[src/rtl/lcd4_pkg.sv]
// lcd4_pkg: command codes, wait classes and byte tables for the lcd 4-bit
// command sequencer; no dependencies
`timescale 1ns / 1ps
`default_nettype none

package lcd4_pkg;

  typedef enum logic [2:0] {
    FUNC_INIT     = 3'd0,
    FUNC_CLEAR    = 3'd1,
    FUNC_HOME     = 3'd2,
    FUNC_CURSOR   = 3'd3,
    FUNC_CHAR     = 3'd4,
    FUNC_CONTRAST = 3'd5
  } func_e;

  typedef enum logic [1:0] {
    WAIT_SHORT  = 2'd0,
    WAIT_NORMAL = 2'd1,
    WAIT_LONG   = 2'd2
  } wait_e;

  localparam int unsigned FuncW  = 3;
  localparam int unsigned ValueW = 8;
  localparam int unsigned NibW   = 4;
  localparam int unsigned WaitW  = 2;
  localparam int unsigned IdxW   = 5;

  localparam logic [7:0] BYTE_FUNC_EXT   = 8'h29;
  localparam logic [7:0] BYTE_BIAS       = 8'h15;
  localparam logic [7:0] BYTE_POWER      = 8'h55;
  localparam logic [7:0] BYTE_FOLLOWER   = 8'h6E;
  localparam logic [7:0] BYTE_CONTRAST   = 8'h72;
  localparam logic [7:0] BYTE_FUNC_STD   = 8'h28;
  localparam logic [7:0] BYTE_DISP_ON    = 8'h0C;
  localparam logic [7:0] BYTE_CLEAR      = 8'h01;
  localparam logic [7:0] BYTE_ENTRY      = 8'h06;
  localparam logic [7:0] BYTE_HOME       = 8'h02;
  localparam logic [7:0] BYTE_DDRAM      = 8'h80;
  localparam logic [7:0] BYTE_POWER_BASE = 8'h54;
  localparam logic [7:0] BYTE_CONTR_BASE = 8'h70;

  localparam logic [5:0]  CONTRAST_MAX = 6'd63;
  // floor(63*v/100) == (v * 330309) >> 19 for all 8-bit v
  localparam logic [18:0] CONTRAST_MUL = 19'd330309;
  localparam int unsigned CONTRAST_SH  = 19;

  localparam logic [3:0] INIT_CLEAR_IDX = 4'd9;

  function automatic logic [7:0] init_byte(input logic [3:0] idx);
    logic [7:0] b;
    case (idx)
      4'd0:    b = BYTE_FUNC_EXT;
      4'd1:    b = BYTE_FUNC_EXT;
      4'd2:    b = BYTE_FUNC_EXT;
      4'd3:    b = BYTE_BIAS;
      4'd4:    b = BYTE_POWER;
      4'd5:    b = BYTE_FOLLOWER;
      4'd6:    b = BYTE_CONTRAST;
      4'd7:    b = BYTE_FUNC_STD;
      4'd8:    b = BYTE_DISP_ON;
      4'd9:    b = BYTE_CLEAR;
      4'd10:   b = BYTE_ENTRY;
      default: b = BYTE_ENTRY;
    endcase
    return b;
  endfunction

  function automatic logic [3:0] num_bytes(input func_e f);
    logic [3:0] n;
    case (f)
      FUNC_INIT:     n = 4'd11;
      FUNC_CONTRAST: n = 4'd4;
      default:       n = 4'd1;
    endcase
    return n;
  endfunction

  function automatic logic [7:0] cmd_byte(input func_e f, input logic [7:0] value,
                                          input logic [5:0] scaled,
                                          input logic [3:0] idx);
    logic [7:0] b;
    case (f)
      FUNC_INIT:   b = init_byte(idx);
      FUNC_CLEAR:  b = BYTE_CLEAR;
      FUNC_HOME:   b = BYTE_HOME;
      FUNC_CURSOR: b = BYTE_DDRAM | value;
      FUNC_CHAR:   b = value;
      FUNC_CONTRAST: begin
        case (idx)
          4'd0:    b = BYTE_FUNC_EXT;
          4'd1:    b = BYTE_POWER_BASE | {6'd0, scaled[5:4]};
          4'd2:    b = BYTE_CONTR_BASE | {4'd0, scaled[3:0]};
          default: b = BYTE_FUNC_STD;
        endcase
      end
      default:     b = BYTE_FUNC_STD;
    endcase
    return b;
  endfunction

endpackage

`default_nettype wire

[src/rtl/lcd4_if.sv]
// lcd4_cmd_if and lcd4_nib_if: valid/ready channels for commands and nibble words
// depends on lcd4_pkg for field widths
`timescale 1ns / 1ps
`default_nettype none

interface lcd4_cmd_if;
  logic                          valid;
  logic                          ready;
  logic [lcd4_pkg::FuncW-1:0]    func;
  logic [lcd4_pkg::ValueW-1:0]   value;

  modport source (output valid, output func, output value, input ready);
  modport sink   (input valid, input func, input value, output ready);
endinterface

interface lcd4_nib_if;
  logic                          valid;
  logic                          ready;
  logic                          reg_select;
  logic [lcd4_pkg::NibW-1:0]     nibble;
  logic [lcd4_pkg::WaitW-1:0]    wait_class;
  logic                          last;

  modport source (output valid, output reg_select, output nibble, output wait_class,
                  output last, input ready);
  modport sink   (input valid, input reg_select, input nibble, input wait_class,
                  input last, output ready);
endinterface

`default_nettype wire

[src/rtl/lcd_4bit_command_sequencer_core.sv]
// lcd 4-bit command sequencer: command register, nibble index, output register
// the first nibble word passes the command register, then the output register
// one word per cycle unless stalled; words: init 22, contrast 8, other commands 2
// the next command is taken in the cycle its predecessor's last nibble is issued
// func codes 6 and 7 are accepted and produce no words
// reset clears the command and output valid flags; depends on lcd4_pkg, lcd4_if
`timescale 1ns / 1ps
`default_nettype none

module lcd_4bit_command_sequencer_core (
  input  wire logic  clk_i,
  input  wire logic  rst_ni,
  lcd4_cmd_if.sink   cmd_i,
  lcd4_nib_if.source nib_o
);

  logic                           cmd_vld_q, cmd_vld_d;
  lcd4_pkg::func_e                func_q, func_d;
  logic [lcd4_pkg::ValueW-1:0]    value_q, value_d;
  logic [lcd4_pkg::IdxW-1:0]      idx_q, idx_d;

  logic                           out_vld_q, out_vld_d;
  logic                           rs_q, rs_d;
  logic [lcd4_pkg::NibW-1:0]      nib_q, nib_d;
  lcd4_pkg::wait_e                wait_q, wait_d;
  logic                           last_q, last_d;

  logic                           out_free, step, accept, in_known;
  logic [26:0]                    prod;
  logic [7:0]                     scaled_raw;
  logic [5:0]                     scaled;
  logic [3:0]                     bidx;
  logic                           half;
  logic [7:0]                     cur_byte;
  logic                           cur_last, cur_long;

  // contrast scaling
  assign prod       = {19'd0, value_q} * {8'd0, lcd4_pkg::CONTRAST_MUL};
  assign scaled_raw = prod[26:lcd4_pkg::CONTRAST_SH];
  assign scaled     = (scaled_raw > {2'd0, lcd4_pkg::CONTRAST_MAX}) ?
                      lcd4_pkg::CONTRAST_MAX : scaled_raw[5:0];

  assign bidx     = idx_q[4:1];
  assign half     = idx_q[0];
  assign cur_byte = lcd4_pkg::cmd_byte(func_q, value_q, scaled, bidx);
  assign cur_last = half && (bidx == lcd4_pkg::num_bytes(func_q) - 4'd1);
  assign cur_long = (func_q == lcd4_pkg::FUNC_CLEAR) || (func_q == lcd4_pkg::FUNC_HOME) ||
                    ((func_q == lcd4_pkg::FUNC_INIT) && (bidx == lcd4_pkg::INIT_CLEAR_IDX));

  assign out_free    = !out_vld_q || nib_o.ready;
  assign step        = cmd_vld_q && out_free;
  assign cmd_i.ready = !cmd_vld_q || (step && cur_last);
  assign accept      = cmd_i.valid && cmd_i.ready;
  assign in_known    = (cmd_i.func <= 3'(lcd4_pkg::FUNC_CONTRAST));

  always_comb begin
    cmd_vld_d = cmd_vld_q;
    func_d    = func_q;
    value_d   = value_q;
    idx_d     = idx_q;
    if (step) begin
      idx_d = idx_q + 5'd1;
      if (cur_last) begin
        cmd_vld_d = 1'b0;
      end
    end
    if (accept) begin
      cmd_vld_d = in_known;
      func_d    = lcd4_pkg::func_e'(cmd_i.func);
      value_d   = cmd_i.value;
      idx_d     = '0;
    end
  end

  always_comb begin
    out_vld_d = out_vld_q;
    rs_d      = rs_q;
    nib_d     = nib_q;
    wait_d    = wait_q;
    last_d    = last_q;
    if (step) begin
      out_vld_d = 1'b1;
      rs_d      = (func_q == lcd4_pkg::FUNC_CHAR);
      nib_d     = half ? cur_byte[3:0] : cur_byte[7:4];
      wait_d    = !half ? lcd4_pkg::WAIT_SHORT :
                  (cur_long ? lcd4_pkg::WAIT_LONG : lcd4_pkg::WAIT_NORMAL);
      last_d    = cur_last;
    end else if (nib_o.ready) begin
      out_vld_d = 1'b0;
    end
  end

  always_ff @(posedge clk_i or negedge rst_ni) begin
    if (!rst_ni) begin
      cmd_vld_q <= 1'b0;
      out_vld_q <= 1'b0;
    end else begin
      cmd_vld_q <= cmd_vld_d;
      out_vld_q <= out_vld_d;
    end
  end

  always_ff @(posedge clk_i) begin
    func_q  <= func_d;
    value_q <= value_d;
    idx_q   <= idx_d;
    rs_q    <= rs_d;
    nib_q   <= nib_d;
    wait_q  <= wait_d;
    last_q  <= last_d;
  end

  assign nib_o.valid      = out_vld_q;
  assign nib_o.reg_select = rs_q;
  assign nib_o.nibble     = nib_q;
  assign nib_o.wait_class = wait_q;
  assign nib_o.last       = last_q;

endmodule

`default_nettype wire

[src/flat_wrapper.sv]
// flat-port wrapper written by rule: the top's interface ports become plain ports
module lcd_4bit_command_sequencer_core_flat 
  (clk_i, rst_ni, cmd_i_valid, cmd_i_func, cmd_i_value, cmd_i_ready, nib_o_valid, nib_o_reg_select, nib_o_nibble, nib_o_wait_class, nib_o_last, nib_o_ready);
  lcd4_cmd_if cmd_i_i ();
  lcd4_nib_if nib_o_i ();
  input  wire logic clk_i;
  input  wire logic rst_ni;
  input wire logic [$bits(cmd_i_i.valid)-1:0] cmd_i_valid;
  input wire logic [$bits(cmd_i_i.func)-1:0] cmd_i_func;
  input wire logic [$bits(cmd_i_i.value)-1:0] cmd_i_value;
  output wire logic [$bits(cmd_i_i.ready)-1:0] cmd_i_ready;
  output wire logic [$bits(nib_o_i.valid)-1:0] nib_o_valid;
  output wire logic [$bits(nib_o_i.reg_select)-1:0] nib_o_reg_select;
  output wire logic [$bits(nib_o_i.nibble)-1:0] nib_o_nibble;
  output wire logic [$bits(nib_o_i.wait_class)-1:0] nib_o_wait_class;
  output wire logic [$bits(nib_o_i.last)-1:0] nib_o_last;
  input wire logic [$bits(nib_o_i.ready)-1:0] nib_o_ready;
  assign cmd_i_i.valid = cmd_i_valid;
  assign cmd_i_i.func = cmd_i_func;
  assign cmd_i_i.value = cmd_i_value;
  assign cmd_i_ready = cmd_i_i.ready;
  assign nib_o_valid = nib_o_i.valid;
  assign nib_o_reg_select = nib_o_i.reg_select;
  assign nib_o_nibble = nib_o_i.nibble;
  assign nib_o_wait_class = nib_o_i.wait_class;
  assign nib_o_last = nib_o_i.last;
  assign nib_o_i.ready = nib_o_ready;
  lcd_4bit_command_sequencer_core u_core (.clk_i(clk_i), .rst_ni(rst_ni), .cmd_i(cmd_i_i), .nib_o(nib_o_i));
endmodule
[config.mk]
export PLATFORM = sky130hd
export DESIGN_NAME = lcd_4bit_command_sequencer_core_flat
export DESIGN_NICKNAME = d
export VERILOG_FILES = /design/src/rtl/lcd4_pkg.sv /design/src/rtl/lcd4_if.sv /design/src/rtl/lcd_4bit_command_sequencer_core.sv /design/src/flat_wrapper.sv
export SDC_FILE = /design/constraint.sdc
export NUM_CORES = 1
export LEC_CHECK = 0
export ABC_AREA = 1
export BUFFER_PORTS_ARGS = -buffer_cell sky130_fd_sc_hd__buf_2
export CELL_PAD_IN_SITES_DETAIL_PLACEMENT = 0
export CELL_PAD_IN_SITES_GLOBAL_PLACEMENT = 1
export CORE_AREA = 2 2 98 100
export CTS_BUF_LIST = sky130_fd_sc_hd__clkbuf_4
export CTS_CLUSTER_SIZE = 30
export DETAILED_ROUTE_END_ITERATION = 16
export DIE_AREA = 0 0 100 102
export GPL_TIMING_DRIVEN = 0
export PLACE_DENSITY = 0.81
export SLEW_MARGIN = 30
export SYNTH_ARGS = -nofsm -noshare
export SYNTH_HDL_FRONTEND = slang
export SYNTH_SLANG_ARGS = --single-unit
[constraint.sdc]
create_clock -name clk_i -period 3.5 [get_ports clk_i]
set_clock_uncertainty 0.2 [all_clocks]
set_input_delay 0.525 -clock clk_i [delete_from_list [all_inputs] [get_ports clk_i]]
set_output_delay 0.525 -clock clk_i [all_outputs]
set_load 0.02 [all_outputs]
# Word-level counts from Yosys, hierarchy flattened
# Memories as Yosys holds them, arrays and structs flattened. A register that Yosys moved wholly into a read port is not among the register bits.
# Cells that the tools add are included.
# op_classes
addsub	2
n_mul	1
n_lt_le_gt_ge	2
eq_ne	9
mux	13
reduce_logical	17
# op_table
operator	count
$pmux 8 s6	1
$mul 8x19->27 const B	1
$pmux 7 s3	1
$mux 4	3
$gt 8x6->1 const B	1
$pmux 4 s2	1
$eq 3x2->1 const B	2
$eq 3x3->1 const B	2
$mux 6	1
$reduce_bool 2->1	3
$add 5x1->5 const B	1
$logic_and 1x1->1	5
$mux 1	5
$eq 4x1->1 const B	1
$eq 4x2->1 const B	1
$eq 4x4->1	1
$eq 4x4->1 const B	1
$logic_not 4->1	1
$logic_or 1x1->1	4
$sub 4x1->4 const B	1
$eq 3x1->1 const B	1
$le 3x3->1 const B	1
$logic_not 3->1	1
$logic_not 1->1	2
other kinds (2)	2
# totals
ff_bits	26
rom_bits	112
input_bits	15
output_inout_bits	10
word_cells	54
n_memories	1
# memory_table
memory	words	width	rd	rd_ports_with_merged_regs	write_ports	line	text
(name not given)	16	7	1	1	0	lcd4_pkg.sv:52	case (idx)

# Logic depth before layout (Yosys ltp)
# logic_depth
ltp_word	10
ltp_mapped	24
ltp_nobuf	24

# Worst setup path before layout
# Ideal clock, no wire load.
# synth_path
path_type	register to register
start	register u_core.value_q[2] (netlist bit)
end	register u_core.nib_q, in the netlist u_core.nib_o.nibble[1] (data pin)
setup_ns	0.252
arrival_ns	3.092
t_required_ns	3.048
slack_ns	-0.045
path_stages_with_launch	21
n_path_buf	0
synth_period_minus_slack_ns	3.545
path_cell_list	edfxtp_1 ha_1 ha_1 fa_1 ha_1 ha_1 nand2_1 nor2_1 nand3_1 nor2_1 nand2_1 nand3_1 nand2_1 nand2_1 nand2_1 nand2_1 nand3_1 nand2_1 nand2_1 nand2_1 nand2_1
# synth_via
elab_chain_len	6
# synth_rtl
element	line	text
start, declared	lcd_4bit_command_sequencer_core.sv:19	logic [lcd4_pkg::ValueW-1:0] value_q, value_d;
start signal, assigned	lcd_4bit_command_sequencer_core.sv:105	value_q <= value_d;
$mul 8x19->27 (*)	lcd_4bit_command_sequencer_core.sv:38	assign prod = {19'd0, value_q} * {8'd0, lcd4_pkg::CONTRAST_MUL};
$gt 8x6->1	lcd_4bit_command_sequencer_core.sv:40	assign scaled = (scaled_raw > {2'd0, lcd4_pkg::CONTRAST_MAX}) ?
$mux 6 (*)	lcd_4bit_command_sequencer_core.sv:40	
$pmux 7 s3 (*)	lcd4_pkg.sv:90	case (idx)
$pmux 8 s6 (*)	lcd4_pkg.sv:83	case (f)
$mux 4 (*)	lcd_4bit_command_sequencer_core.sv:84	nib_d = half ? cur_byte[3:0] : cur_byte[7:4];
end signal, assigned	lcd_4bit_command_sequencer_core.sv:108	nib_q <= nib_d;
end, declared	lcd_4bit_command_sequencer_core.sv:24	logic [lcd4_pkg::NibW-1:0] nib_q, nib_d;
# Every way passes the cells marked *; elsewhere a longest branch is shown, timed or not.
# A chain may end at the register's enable or synchronous reset.

# Worst setup path after layout
# layout_path
start	register u_core.value_q[7] (netlist bit)
end	register u_core.nib_q, in the netlist u_core.nib_o.nibble[3] (data pin)
# layout_via
elab_chain_len	6
# layout_rtl
element	line
$mul 8x19->27	lcd_4bit_command_sequencer_core.sv:38
$gt 8x6->1	lcd_4bit_command_sequencer_core.sv:40
$mux 6	lcd_4bit_command_sequencer_core.sv:40
$pmux 7 s3	lcd4_pkg.sv:90
$pmux 8 s6 (*)	lcd4_pkg.sv:83
$mux 4 (*)	lcd_4bit_command_sequencer_core.sv:84
# Marks and branches as above.

==> flow_metrics.tcl <==
set metrics [dict create \
    crit_fanout 4 \
    syn_nets 573 \
    max-vdd-ir-drop_uv 491 \
    drc 0 \
    cts_buffers 5 \
    p_leak_uw 0.00225 \
    layout_commonest_cell "nand2_1" \
    yosysSeqAreaShare_pct 24.0 \
    die_w_um 100 \
    wl_per_cell_um 14.6 \
    grt_max_degree 14 \
    clockBufferDepth 2 \
    syn_inst 488 \
    ys_dominant_reg_cell "edfxtp_1" \
    place_congestion 0.892 \
    via_per_inst 5.05 \
    whs_ps 183 \
    port_buffers 24 \
    crit_family "adder cells" \
    n_antenna_cell 0 \
    worstPathRequired_ps 3380 \
    final_area_sq_mm 0.00474 \
    cp_slowest_cell "edfxtp_1" \
    areaGrowthSynthToFinish_pct 32.3 \
    io_pins 25 \
    worstPathCellList "buf_6 > ha_4 > inv_2 > fa_1 > inv_2 > ha_4 > ha_4 > nand2_4 > nor2_4 > nand3_2 > nor2_2 > nand2_2 > nand4_1 > nand2_2 > nor2_4 > nand2_1 > nand2_1 > nand2_1 > nand2_1 > a21oi_2" \
    cts_tree "built" \
    clock-sinks 33 \
    fmax_mhz 277 \
    synth-seq-cells 33 \
    fin_total_pwr_uw 4910 \
    chipHeight_um 102 \
    async_reset_ff_share_pct 6.06 \
    yosysWarningCount 0 \
    crit_buf_inv 3 \
    hold_depth 1 \
    start_util_pct 39.4 \
    placementRows 35 \
    clock_latency_ps 310 \
    design.die.area_sq_mm 0.0102 \
    grt_overflow 0 \
    grt_pass1_wl_um 15400 \
    p_per_area_mw_per_mm2 1040 \
    mostFrequentLayoutCells "nand2_1 (118), inv_1 (71), ha_1 (30), nand2_2 (28), nor2_1 (28)" \
    htreeDepth 2 \
    grt.total_usage_pct 19.1 \
    grt_pass1_vias 3210 \
    period_share_pct 103 \
    placed_cell_area_sq_mm 0.00386 \
    syn_area_sq_mm 0.00359 \
    maxCapViolations 0 \
    path_common_cell "nand2_1" \
    routed_wl_um 9540 \
    drive_gt1_share_pct 33.3 \
    criticalPathCategory "flip-flop to flip-flop" \
    dp_hpwl_um 7340 \
    antenna_found_initial 0 \
    final.setup.worst_slack_ps -109 \
    critPathLaunchType "flip-flop" \
    core-area_sq_mm 0.00911 \
    worstRegToRegCells 20 \
    crit_arrival_ps 3490 \
    drt-initial-drc-count 180 \
    vias 3310 \
    finalSetupViolations 4 \
    slew_viol_final 0 \
    clk_pin_slew_ps 110 \
    drtPass1Iterations 5 \
    status "finished, violations left" \
    hold_class "primary input to flip-flop" \
    final_util_pct 52.1 \
    nNetsFinal 628 \
    clockRootBuffer "clkbuf_4" \
    pre_cts_ws_ps -500 \
    final_antenna_net_count 0 \
    syn_area_per_cell_sq_um 7.35 \
    cp.depth 20 \
    synth-edff-count 19 \
    hold_viol_final 0 \
    tightest_slew_ps 494 \
    layout_min_cycle_time_ps 3610 \
    fillers 857 \
    slowest_delay_ps 500 \
    violations "negative setup slack" \
    ys_types 43 \
    critPathCaptureType "flip-flop" \
    relSlewSlack_pct 66.8 \
    rsz0062_at_grt "true" \
]
[layout make-up]
class / count / area [sq um] / area share, %
buffer: 2 / 10.0 / 0.211
clock buffer: 7 / 52.6 / 1.11
clock inverter: 1 / 7.51 / 0.158
inverter: 82 / 318 / 6.70
multi-input combinational: 371 / 3010 / 63.4
sequential: 33 / 861 / 18.1
tap: 111 / 139 / 2.93
timing repair buffer: 48 / 350 / 7.38
[routing by layer]
layer | wire length, um | global-route usage [%] | up-vias | part of all wire (%)
li1 | - | - | 1697 | -
met1 | 4230 | 25.0 | 1521 | 44
met2 | 4510 | 31.8 | 68 | 47
met3 | 426 | 3.42 | 24 | 4.5
met4 | 370 | 7.38 | 0 | 3.9
met5 | 0 | 0 | - | 0
[synth_stat cells (2+ instances only)]
| library cell | instances | share of area, % |
|---|---|---|
| ha_1 | 60 | 21 |
| nand4_1 | 6 | 1.0 |
| edfxtp_1 | 19 | 16 |
| nand3b_1 | 3 | 0.63 |
| a21oi_2 | 2 | 0.49 |
| o21ai_2 | 3 | 0.73 |
| nand3_1 | 24 | 3.3 |
| dfrtp_1 | 2 | 1.4 |
| a211oi_1 | 2 | 0.42 |
| inv_1 | 76 | 8.0 |
| inv_6 | 2 | 0.49 |
| fa_1 | 10 | 5.6 |
| a21oi_1 | 20 | 2.8 |
| nor3_1 | 5 | 0.70 |
| o21ai_1 | 4 | 0.56 |
| nand2_8 | 2 | 1.1 |
| a221oi_1 | 3 | 0.73 |
| nand2_4 | 2 | 0.63 |
| o21ai_0 | 5 | 0.70 |
| inv_2 | 4 | 0.42 |
| nor2_1 | 44 | 4.6 |
| xor2_1 | 3 | 0.73 |
| nand2_1 | 148 | 15 |
| dfxtp_1 | 12 | 6.7 |
| nand2_2 | 5 | 0.87 |
| o21bai_1 | 5 | 1.0 |
[logic make-up (layout without fill, tap and decap cells)]
logic type                 Yosys count  count (layout)  share of synthesized area, %
adders and majority gates           70              70                          26.5
and+or+nand+nor                    248             248                          30.7
buffers and inverters               84             140                          9.14
AOI/OAI and AO/OA                   49              49                          8.69
DFF                                 33              33                          24.0
xor gates and xnor gates             4               4                         0.977
[stage by stage]
stage | TNS, ps | std cells
after floorplan | 0 | 488
after global placement | -1570 | 623
after detailed placement | -1770 | 623
after CTS | -233 | 649
after global routing | -986 | 655
final | -295 | 655
[report_power, final]
part / switching, uW / internal (uW)
Sequential: 101 / 594
Combinational: 2370 / 1630
Clock: 118 / 94.8
[final timing paths]
| check | slack (ps) | from | to |
|---|---|---|---|
| worst max-delay path | -110 | u_core.value_q[7]$_DFFE_PP_ | u_core.nib_o.nibble[3]$_DFFE_PP_ |
| worst min register to register | 340 | u_core.nib_o.valid$_DFFE_PN0P_ | u_core.nib_o.valid$_DFFE_PN0P_ |
| worst max register to register | -110 | u_core.value_q[7]$_DFFE_PP_ | u_core.nib_o.nibble[3]$_DFFE_PP_ |
| min in group asynchronous | 310 | rst_ni | u_core.nib_o.valid$_DFFE_PN0P_ |
| max in group asynchronous | 2700 | rst_ni | u_core.cmd_vld_q$_DFFE_PN0P_ |
| worst min-delay path | 180 | cmd_i_value[1] | u_core.value_q[1]$_DFFE_PP_ |
[timing repair]
item / 4_1_cts / 5_1_grt
endpoints found under the setup margin: 4 / 4
setup buffers: 17 / 6
hold buffers: 1 / 0
pin swaps: 33 / 31
resized for setup: 90 / 29
hold endpoints to repair: 2 / 0
Power figures use the tool's default switching activity.
